File: src/elfhc_pkg.sv
// Shared types and constants of the executable image header checker.
package elfhc_pkg;

   // Configuration register indexes.
   localparam logic [1:0] CSR_IMAGE_SIZE  = 2'd0;
   localparam logic [1:0] CSR_WINDOW_LOW  = 2'd1;
   localparam logic [1:0] CSR_WINDOW_HIGH = 2'd2;

   // Item kinds.
   localparam logic OP_HEADER = 1'b0;
   localparam logic OP_ENTRY  = 1'b1;

   // Fixed header and entry values.
   localparam logic [31:0] IMG_MAGIC      = 32'h464C_457F;
   localparam logic [31:0] MIN_IMAGE_SIZE = 32'd20;
   localparam logic [7:0]  IDENT_CLASS32  = 8'd1;
   localparam logic [7:0]  IDENT_LITTLE   = 8'd1;
   localparam logic [15:0] KIND_EXEC      = 16'd2;
   localparam logic [15:0] MACHINE_ID     = 16'd3;
   localparam logic [15:0] MIN_ENTRY_SIZE = 16'd32;
   localparam logic [31:0] SEG_LOADABLE   = 32'd1;
   localparam logic [31:0] PAGE_MASK      = 32'h0000_0FFF;
   localparam logic [31:0] NO_SEG         = 32'hFFFF_FFFF;

   typedef enum logic [3:0] {
      ST_OK       = 4'd0,
      ST_NOTIMAGE = 4'd1,
      ST_CLASS    = 4'd2,
      ST_ORDER    = 4'd3,
      ST_KIND     = 4'd4,
      ST_MACHINE  = 4'd5,
      ST_COUNT    = 4'd6,
      ST_ENTSIZE  = 4'd7,
      ST_TABLE    = 4'd8,
      ST_SEGFILE  = 4'd9,
      ST_FILEMEM  = 4'd10,
      ST_WINDOW   = 4'd11,
      ST_NOLOAD   = 4'd12,
      ST_ENTRY    = 4'd13
   } status_type;

   typedef struct packed {
      logic        opcode;
      logic [31:0] magic_or_seg_type;
      logic [7:0]  ident_class;
      logic [7:0]  ident_order;
      logic [15:0] file_kind;
      logic [15:0] machine_code;
      logic [31:0] entry_or_seg_vaddr;
      logic [31:0] table_or_seg_offset;
      logic [15:0] entry_size;
      logic [15:0] entry_count;
      logic [31:0] seg_file_bytes;
      logic [31:0] seg_mem_bytes;
   } req_type;

   typedef struct packed {
      status_type  status;
      logic [31:0] entry_address;
      logic [31:0] image_low;
      logic [31:0] image_span;
   } rsp_type;

endpackage

File: src/elf_image_header_check.sv
// Top level of the executable image header checker.
//
// The block takes one item per cycle: a file header item starts a table walk,
// and each program header entry item that follows is checked as it arrives.
// An accepted item is captured in an input register, together with the
// header's table size (entry count times entry size), which is multiplied out
// before that register. Once the result register is free or being emptied, all
// checks and the span update run from the input register. When the item causes
// a result, the result register is loaded at the next edge and drives the
// result port. A new item is taken in every cycle as long as the result side
// keeps up. The input stalls whenever an item sits in the input register while
// a result waits in the result register under a stall, whether or not that
// item would report. A header reports only when it fails; an entry reports the
// first failure of its table, and the last entry of a clean table reports the
// final status, with the entry address, the page-aligned low address and the
// span on success. Configuration registers are read at the moment each item is
// processed, so they must be written only while the block is idle.
module elf_image_header_check #(
   parameter int MAX_SEGMENTS = 16
) (
   input  logic                 clock,
   input  logic                 reset,
   // Configuration write port.
   input  logic                 csr_write,
   input  logic [1:0]           csr_index,
   input  logic [31:0]          csr_data,
   // Input items.
   input  logic                 req_valid,
   output logic                 req_stall,
   input  elfhc_pkg::req_type   req_data,
   // Result items.
   output logic                 rsp_valid,
   input  logic                 rsp_stall,
   output elfhc_pkg::rsp_type   rsp_data
);

   // Width of the entry countdown, enough to hold MAX_SEGMENTS itself.
   localparam int CntW = $clog2(MAX_SEGMENTS + 1);

   typedef enum logic [1:0] {
      PH_IDLE,
      PH_WALK,
      PH_ABSORB
   } phase_type;

   // Configuration registers.
   logic [31:0] image_size_ff, window_low_ff, window_high_ff;

   // Input register stage.
   logic                s1_valid_ff, s1_valid_in;
   elfhc_pkg::req_type  s1_data_ff;
   logic [31:0]         s1_prod_ff;

   // Walk state.
   phase_type           phase_ff, phase_in;
   logic [CntW-1:0]     left_ff, left_in;
   logic [31:0]         span_low_ff, span_low_in;
   logic [31:0]         span_high_ff, span_high_in;
   logic [31:0]         saved_entry_ff, saved_entry_in;

   // Result register.
   logic                rsp_valid_ff, rsp_valid_in;
   elfhc_pkg::rsp_type  rsp_data_ff, rsp_data_in;

   logic out_free, advance, accept;

   // The processing stage may move on whenever the result register is empty
   // or its item is being taken in this cycle.
   assign out_free  = !rsp_valid_ff || !rsp_stall;
   assign advance   = s1_valid_ff && out_free;
   assign req_stall = s1_valid_ff && !out_free;
   assign accept    = req_valid && !req_stall;

   assign s1_valid_in = accept ? 1'b1 : (advance ? 1'b0 : s1_valid_ff);

   // Header checks, in priority order.
   logic [31:0]          hdr_end;
   elfhc_pkg::status_type hdr_status;

   always_comb begin
      hdr_end = s1_data_ff.table_or_seg_offset + s1_prod_ff;
      if (image_size_ff < elfhc_pkg::MIN_IMAGE_SIZE ||
          s1_data_ff.magic_or_seg_type != elfhc_pkg::IMG_MAGIC) begin
         hdr_status = elfhc_pkg::ST_NOTIMAGE;
      end else if (s1_data_ff.ident_class != elfhc_pkg::IDENT_CLASS32) begin
         hdr_status = elfhc_pkg::ST_CLASS;
      end else if (s1_data_ff.ident_order != elfhc_pkg::IDENT_LITTLE) begin
         hdr_status = elfhc_pkg::ST_ORDER;
      end else if (s1_data_ff.file_kind != elfhc_pkg::KIND_EXEC) begin
         hdr_status = elfhc_pkg::ST_KIND;
      end else if (s1_data_ff.machine_code != elfhc_pkg::MACHINE_ID) begin
         hdr_status = elfhc_pkg::ST_MACHINE;
      end else if (s1_data_ff.entry_count == 16'd0 ||
                   {1'b0, s1_data_ff.entry_count} > 17'(MAX_SEGMENTS)) begin
         hdr_status = elfhc_pkg::ST_COUNT;
      end else if (s1_data_ff.entry_size < elfhc_pkg::MIN_ENTRY_SIZE) begin
         hdr_status = elfhc_pkg::ST_ENTSIZE;
      end else if (s1_data_ff.table_or_seg_offset >= image_size_ff ||
                   hdr_end > image_size_ff ||
                   hdr_end < s1_data_ff.table_or_seg_offset) begin
         hdr_status = elfhc_pkg::ST_TABLE;
      end else begin
         hdr_status = elfhc_pkg::ST_OK;
      end
   end

   // Entry checks. The page-rounded end wraps before the low bits are cleared.
   logic                  seg_used;
   logic [31:0]           seg_lo, seg_hi;
   elfhc_pkg::status_type seg_status;

   always_comb begin
      seg_used = (s1_data_ff.magic_or_seg_type == elfhc_pkg::SEG_LOADABLE) &&
                 (s1_data_ff.seg_mem_bytes != 32'd0);
      seg_lo = s1_data_ff.entry_or_seg_vaddr & ~elfhc_pkg::PAGE_MASK;
      seg_hi = (s1_data_ff.entry_or_seg_vaddr + s1_data_ff.seg_mem_bytes +
                elfhc_pkg::PAGE_MASK) & ~elfhc_pkg::PAGE_MASK;
      if (!seg_used) begin
         seg_status = elfhc_pkg::ST_OK;
      end else if (s1_data_ff.table_or_seg_offset >= image_size_ff ||
                   s1_data_ff.seg_file_bytes >
                   (image_size_ff - s1_data_ff.table_or_seg_offset)) begin
         seg_status = elfhc_pkg::ST_SEGFILE;
      end else if (s1_data_ff.seg_file_bytes > s1_data_ff.seg_mem_bytes) begin
         seg_status = elfhc_pkg::ST_FILEMEM;
      end else if (seg_lo < window_low_ff || seg_hi > window_high_ff) begin
         seg_status = elfhc_pkg::ST_WINDOW;
      end else begin
         seg_status = elfhc_pkg::ST_OK;
      end
   end

   // Next state and result of the item in the processing stage.
   logic [CntW-1:0] left_dec;
   logic            emit;

   always_comb begin
      phase_in       = phase_ff;
      left_in        = left_ff;
      span_low_in    = span_low_ff;
      span_high_in   = span_high_ff;
      saved_entry_in = saved_entry_ff;
      emit           = 1'b0;
      rsp_data_in    = '{status: elfhc_pkg::ST_OK, entry_address: 32'd0,
                         image_low: 32'd0, image_span: 32'd0};
      left_dec       = (left_ff != '0) ? left_ff - CntW'(1) : left_ff;

      if (advance) begin
         if (s1_data_ff.opcode == elfhc_pkg::OP_HEADER) begin
            // A header always restarts; an unfinished walk is dropped.
            if (hdr_status != elfhc_pkg::ST_OK) begin
               phase_in           = PH_IDLE;
               left_in            = '0;
               emit               = 1'b1;
               rsp_data_in.status = hdr_status;
            end else begin
               phase_in       = PH_WALK;
               left_in        = CntW'(s1_data_ff.entry_count);
               span_low_in    = elfhc_pkg::NO_SEG;
               span_high_in   = 32'd0;
               saved_entry_in = s1_data_ff.entry_or_seg_vaddr;
            end
         end else begin
            case (phase_ff)
               PH_IDLE: begin
                  // Entries with no table in progress are dropped.
               end
               PH_ABSORB: begin
                  left_in = left_dec;
                  if (left_dec == '0) begin
                     phase_in = PH_IDLE;
                  end
               end
               PH_WALK: begin
                  left_in = left_dec;
                  if (seg_status != elfhc_pkg::ST_OK) begin
                     phase_in           = (left_dec == '0) ? PH_IDLE : PH_ABSORB;
                     emit               = 1'b1;
                     rsp_data_in.status = seg_status;
                  end else begin
                     if (seg_used && seg_lo < span_low_ff) begin
                        span_low_in = seg_lo;
                     end
                     if (seg_used && seg_hi > span_high_ff) begin
                        span_high_in = seg_hi;
                     end
                     if (left_dec == '0) begin
                        // Last entry of a clean table: final report.
                        phase_in = PH_IDLE;
                        emit     = 1'b1;
                        if (span_low_in == elfhc_pkg::NO_SEG) begin
                           rsp_data_in.status = elfhc_pkg::ST_NOLOAD;
                        end else if (saved_entry_ff < window_low_ff ||
                                     saved_entry_ff >= window_high_ff) begin
                           rsp_data_in.status = elfhc_pkg::ST_ENTRY;
                        end else begin
                           rsp_data_in.entry_address = saved_entry_ff;
                           rsp_data_in.image_low     = span_low_in;
                           rsp_data_in.image_span    = span_high_in - span_low_in;
                        end
                     end
                  end
               end
               default: begin
                  phase_in = PH_IDLE;
               end
            endcase
         end
      end

      if (advance && emit) begin
         rsp_valid_in = 1'b1;
      end else if (rsp_valid_ff && !rsp_stall) begin
         rsp_valid_in = 1'b0;
      end else begin
         rsp_valid_in = rsp_valid_ff;
      end
   end

   always_ff @(posedge clock) begin
      if (reset) begin
         image_size_ff  <= 32'd0;
         window_low_ff  <= 32'd0;
         window_high_ff <= 32'hFFFF_FFFF;
         s1_valid_ff    <= 1'b0;
         phase_ff       <= PH_IDLE;
         left_ff        <= '0;
         span_low_ff    <= elfhc_pkg::NO_SEG;
         span_high_ff   <= 32'd0;
         saved_entry_ff <= 32'd0;
         rsp_valid_ff   <= 1'b0;
      end else begin
         if (csr_write) begin
            case (csr_index)
               elfhc_pkg::CSR_IMAGE_SIZE:  image_size_ff  <= csr_data;
               elfhc_pkg::CSR_WINDOW_LOW:  window_low_ff  <= csr_data;
               elfhc_pkg::CSR_WINDOW_HIGH: window_high_ff <= csr_data;
               default: begin
               end
            endcase
         end
         s1_valid_ff    <= s1_valid_in;
         phase_ff       <= phase_in;
         left_ff        <= left_in;
         span_low_ff    <= span_low_in;
         span_high_ff   <= span_high_in;
         saved_entry_ff <= saved_entry_in;
         rsp_valid_ff   <= rsp_valid_in;
      end
   end

   // Payload registers carry no reset.
   always_ff @(posedge clock) begin
      if (accept) begin
         s1_data_ff <= req_data;
         s1_prod_ff <= 32'(req_data.entry_count) * 32'(req_data.entry_size);
      end
      if (advance && emit) begin
         rsp_data_ff <= rsp_data_in;
      end
   end

   assign rsp_valid = rsp_valid_ff;
   assign rsp_data  = rsp_data_ff;

   // A table walk is in progress exactly while entries remain to be seen.
   a_phase_count: assert property (@(posedge clock) disable iff (reset)
      (phase_ff == PH_IDLE) == (left_ff == '0))
      else $error("phase and entry countdown disagree");

   // The input is held back only while the processing stage is occupied.
   a_stall_cause: assert property (@(posedge clock) disable iff (reset)
      req_stall |-> s1_valid_ff && rsp_valid_ff)
      else $error("input stalled without a waiting item");

   // Error results carry zero address fields.
   a_err_zero: assert property (@(posedge clock) disable iff (reset)
      rsp_valid_ff && rsp_data_ff.status != elfhc_pkg::ST_OK |->
      rsp_data_ff.entry_address == 32'd0 && rsp_data_ff.image_low == 32'd0 &&
      rsp_data_ff.image_span == 32'd0)
      else $error("error result with nonzero payload");

   // A successful image always starts on a page boundary.
   a_ok_aligned: assert property (@(posedge clock) disable iff (reset)
      rsp_valid_ff && rsp_data_ff.status == elfhc_pkg::ST_OK |->
      (rsp_data_ff.image_low & elfhc_pkg::PAGE_MASK) == 32'd0)
      else $error("image low address not page aligned");

endmodule
File: config.mk
export PLATFORM = sky130hd
export DESIGN_NAME = elf_image_header_check
export DESIGN_NICKNAME = d
export VERILOG_FILES = /design/src/elfhc_pkg.sv /design/src/elf_image_header_check.sv
export SDC_FILE = /design/constraint.sdc
export NUM_CORES = 2
export LEC_CHECK = 0
export ABC_AREA = 1
export ABC_CLOCK_PERIOD_IN_PS = 8200
export CELL_PAD_IN_SITES_DETAIL_PLACEMENT = 0
export CELL_PAD_IN_SITES_GLOBAL_PLACEMENT = 2
export CORE_ASPECT_RATIO = 1.75
export CORE_UTILIZATION = 40
export DETAILED_ROUTE_END_ITERATION = 10
export DONT_BUFFER_PORTS = 1
export PLACE_DENSITY = 0.83
export SLEW_MARGIN = 20
export SYNTH_ARGS = -nofsm -noshare
export SYNTH_HDL_FRONTEND = slang
export SYNTH_SLANG_ARGS = --single-unit
export TNS_END_PERCENT = 20
File: constraint.sdc
create_clock -name clock -period 8.2 [get_ports clock]
set_clock_uncertainty 0.15 [all_clocks]
set_input_delay 0.82 -clock clock [delete_from_list [all_inputs] [get_ports clock]]
set_output_delay 0.82 -clock clock [all_outputs]
set_load 0.01 [all_outputs]
==> run_results.csv <==
group,metric,value,unit
setup_path,r2r_cells,35,
min_path,min_to,"s1_data_ff[231]$_DFFE_PP_",
drt,num_vias,33251,
drt,drt-initial-drc-count,1628,
global_routing,grt_max_degree,110,
min_path,min_path_type,"input pin to register",
timing,fmax,136.3,MHz
cts,clk_pin_slew,0.07,ns
placed_design,dpl_cell_area,44280,um2
cts,cts_repair_resize_count,0,
timing,setup_violations,0,
run,maxCapViolCount,0,
synthesis,ys_seq_elements,569,
cts,cts_tree,"done",
drt,dr.pass1.iters,5,
cts,clk_latency,0.67,ns
pwr,p_int,7543,uW
setup_path,slowest_delay,0.66,ns
setup_path,worstPathArrival,7.58,ns
setup_path,cp-start-kind,"register",
pwr,seq_power_share,27.5,%
cts,cts_root_buffer,"clkbuf_16",
setup_path,critPathSlowestCell,"nor3_1",
drt,routed_wl,145800,um
cts,cts-htree-levels,2,
layout,final_area,46320,um2
die,io-pin-count,382,
timing,fin_crit_sh,89.47,%
layout,largest_register,"s1_data_ff",
pwr,p_leak,0.02184,uW
setup_path,r2r_slack,0.86,ns
placed_design,place_hpwl,122800,um
layout,largest_reg_flops,236,
synthesis,syn_avg_cell_area,8.587,um2
synthesis,yosys_warnings,0,
setup_path,cp_max_fo,18,
timing,fin_crit,7.336,ns
placed_design,place_ws,0.9945,ns
synthesis,ys.flop_type,"edfxtp_1",
synthesis,synth_edf_count,368,
cts,ctsLongestPathBuffers,3,
drt,ant_nets,0,
synthesis,async_reset_ff_share,0,%
setup_path,crit_top_cell,"nand2_1",
layout,fin_cells,6374,
setup_path,end_kind,"register",
synthesis,synth_fp_nets,6012,
pwr,pwr-share-comb,50.6,%
cts,numCtsBuffers,58,
cts,hold_buffers,0,
timing,final_max_slew_viol_count,0,
placed_design,placedCellCount,6248,
timing,layout_setup_ws,0.8637,ns
drt,viasPerCell,5.217,
die,rows,158,
timing,fin_setup_tns,0,ns
global_routing,grt_antenna_before_repair,55,
die,die_w,249.7,um
timing,grt_setup_unrepaired,"false",
die,die-area,108800,um2
placed_design,portBuffers,0,
cts,cts_sinks,569,
pwr,ir_drop,0.0002478,V
timing,fin_hold_ws,0.08733,ns
setup_path,reg2reg_to,"rsp_data[30]$_SDFFCE_PP0P_",
drt,post_drt_wl_per_cell,22.87,um
synthesis,synth_cell_types,57,
layout,drive_above_1_share,4.542,%
timing,max_slew_margin,20.40,%
run_status,status,"finished, final reports clean",
timing,hold_viol_final,0,
pwr,p_sw,5396,uW
placed_design,gp_congestion,0.9762,
pwr,power.density,279.4,nW/um2
synthesis,netlist_instances,5003,
min_path,worstHoldStart,"req_data[231]",
global_routing,grt-ovfl-total,0,
cts,post_cts_buffers,0,
die,die_h,435.5,um
global_routing,grt.total_usage,26.84,%
die,start_util,40.47,%
setup_path,worst_ep_required_time,8.44,ns
min_path,hold_depth,0,
setup_path,critical_path_class,"register to register",
timing,worst_slew_pin_slew,1.179,ns
synthesis,ys_seq_area_share,35.09,%
global_routing,grt_pass1_vias,34927,
drt,drc,0,
synthesis,netlist_area,42960,um2
pwr,clkPwrFrac,21.9,%
layout,nets,5957,
layout,area_growth,7.817,%
pwr,p_sw_share,41.70,%
global_routing,grt_first_pass_wirelength,214100,um
die,coreArea,106200,um2
setup_path,reg2reg_from,"s1_data_ff[155]$_DFFE_PP_",
[cell usage in the layout, fill, tap and decap left out, types with 59 or more instances in the layout]
master and n:
fa_1 197, inv_1 849, nand3_1 142, nor2_1 377
nand4_1 59, xor2_1 73, edfxtp_1 368, o21ai_0 223
o21a_1 61, ha_1 532, clkbuf_16 59, nand2_1 941
dfxtp_1 201, a21oi_1 454
[Yosys cell counts, drive strengths merged (40+ instances only)]
cell type	number	area (um2)
nand2	947	3570
inv	860	3228
ha	532	6656
a21oi	455	2281
nor2	432	2028
edfxtp	368	11050
o21ai	233	1166
dfxtp	201	4024
fa	197	3944
nand3	145	743.2
clkbuf	109	409.1
xor2	73	639.4
o21a	61	457.9
nand4	59	369.1
xnor2	55	481.7
nor3	49	245.2
o211ai	40	300.3
[final cells by class]
type                    count  area [um2]
inverters                 863        3252
diodes                     16       40.04
fillers                 10648       59840
well taps                1360        1702
clock buffers              72        1569
flip-flops and latches    569       15070
clock inverters            38       431.7
repair buffers             31       282.8
multi-input cells        3425       23970
[cells by family after synthesis]
logic type / Yosys count / share of synthesized area, %
AND/OR/NAND/NOR: 1688 / 17.09
adder cells (fa/ha/maj): 729 / 24.67
flip-flops: 569 / 35.09
XOR/XNOR: 128 / 2.610
AO/OA/AOI/OAI: 880 / 11.38
buffers and inverters: 1009 / 9.151
[stage by stage]
stage | utilization, % | total power [uW]
2_1_floorplan | - | 8475
3_3_place_gp | 41.71 | 10160
3_5_place_dp | 41.71 | 10230
4_1_cts | 43.59 | 13120
5_1_grt | 43.61 | 14010
6_report | 43.63 | 12940
[critical path, delay by kind of cell (launching register included)]
kind,cells,cell delay (ns)
and+or+nand+nor,24,3.88
AOI/OAI and AO/OA,4,0.65
buffers and inverters,3,0.34
DFF,1,0.54
adders and majority gates,4,1.48
[routing by layer]
layer  vias up  part of all wire (%)  track usage (%)
met4        62                   7.8            18.60
met5         -                  0.28                0
li1      16352                     -                -
met1     15676                    32            24.00
met2       789                    55            52.79
met3       372                   5.1            5.317
[worst max-delay path by stage]
stage,start,end,slack (ns),depth (start not counted)
floorplan,rsp_stall,s1_data_ff[0]$_DFFE_PP_,1.15,5
global route,s1_data_ff[3]$_DFFE_PP_,rsp_data[30]$_SDFFCE_PP0P_,0.38,41
global placement,s1_data_ff[155]$_DFFE_PP_,rsp_data[30]$_SDFFCE_PP0P_,0.93,36
detailed placement,s1_data_ff[155]$_DFFE_PP_,rsp_data[30]$_SDFFCE_PP0P_,0.99,35
CTS,s1_data_ff[155]$_DFFE_PP_,rsp_data[30]$_SDFFCE_PP0P_,0.96,35
finish,s1_data_ff[155]$_DFFE_PP_,rsp_data[30]$_SDFFCE_PP0P_,0.86,35
[power groups by stage]
stage                     Clock, uW  Combinational (uW)  Sequential [uW]
final                          2840                6550             3550
after global routing           2990                7450             3570
after CTS                      2910                6650             3560
after detailed placement          0                6610             3620
after global placement            0                6550             3610
after floorplan                   0                4880             3600
Note: power is estimated with default switching activity, not from simulation.
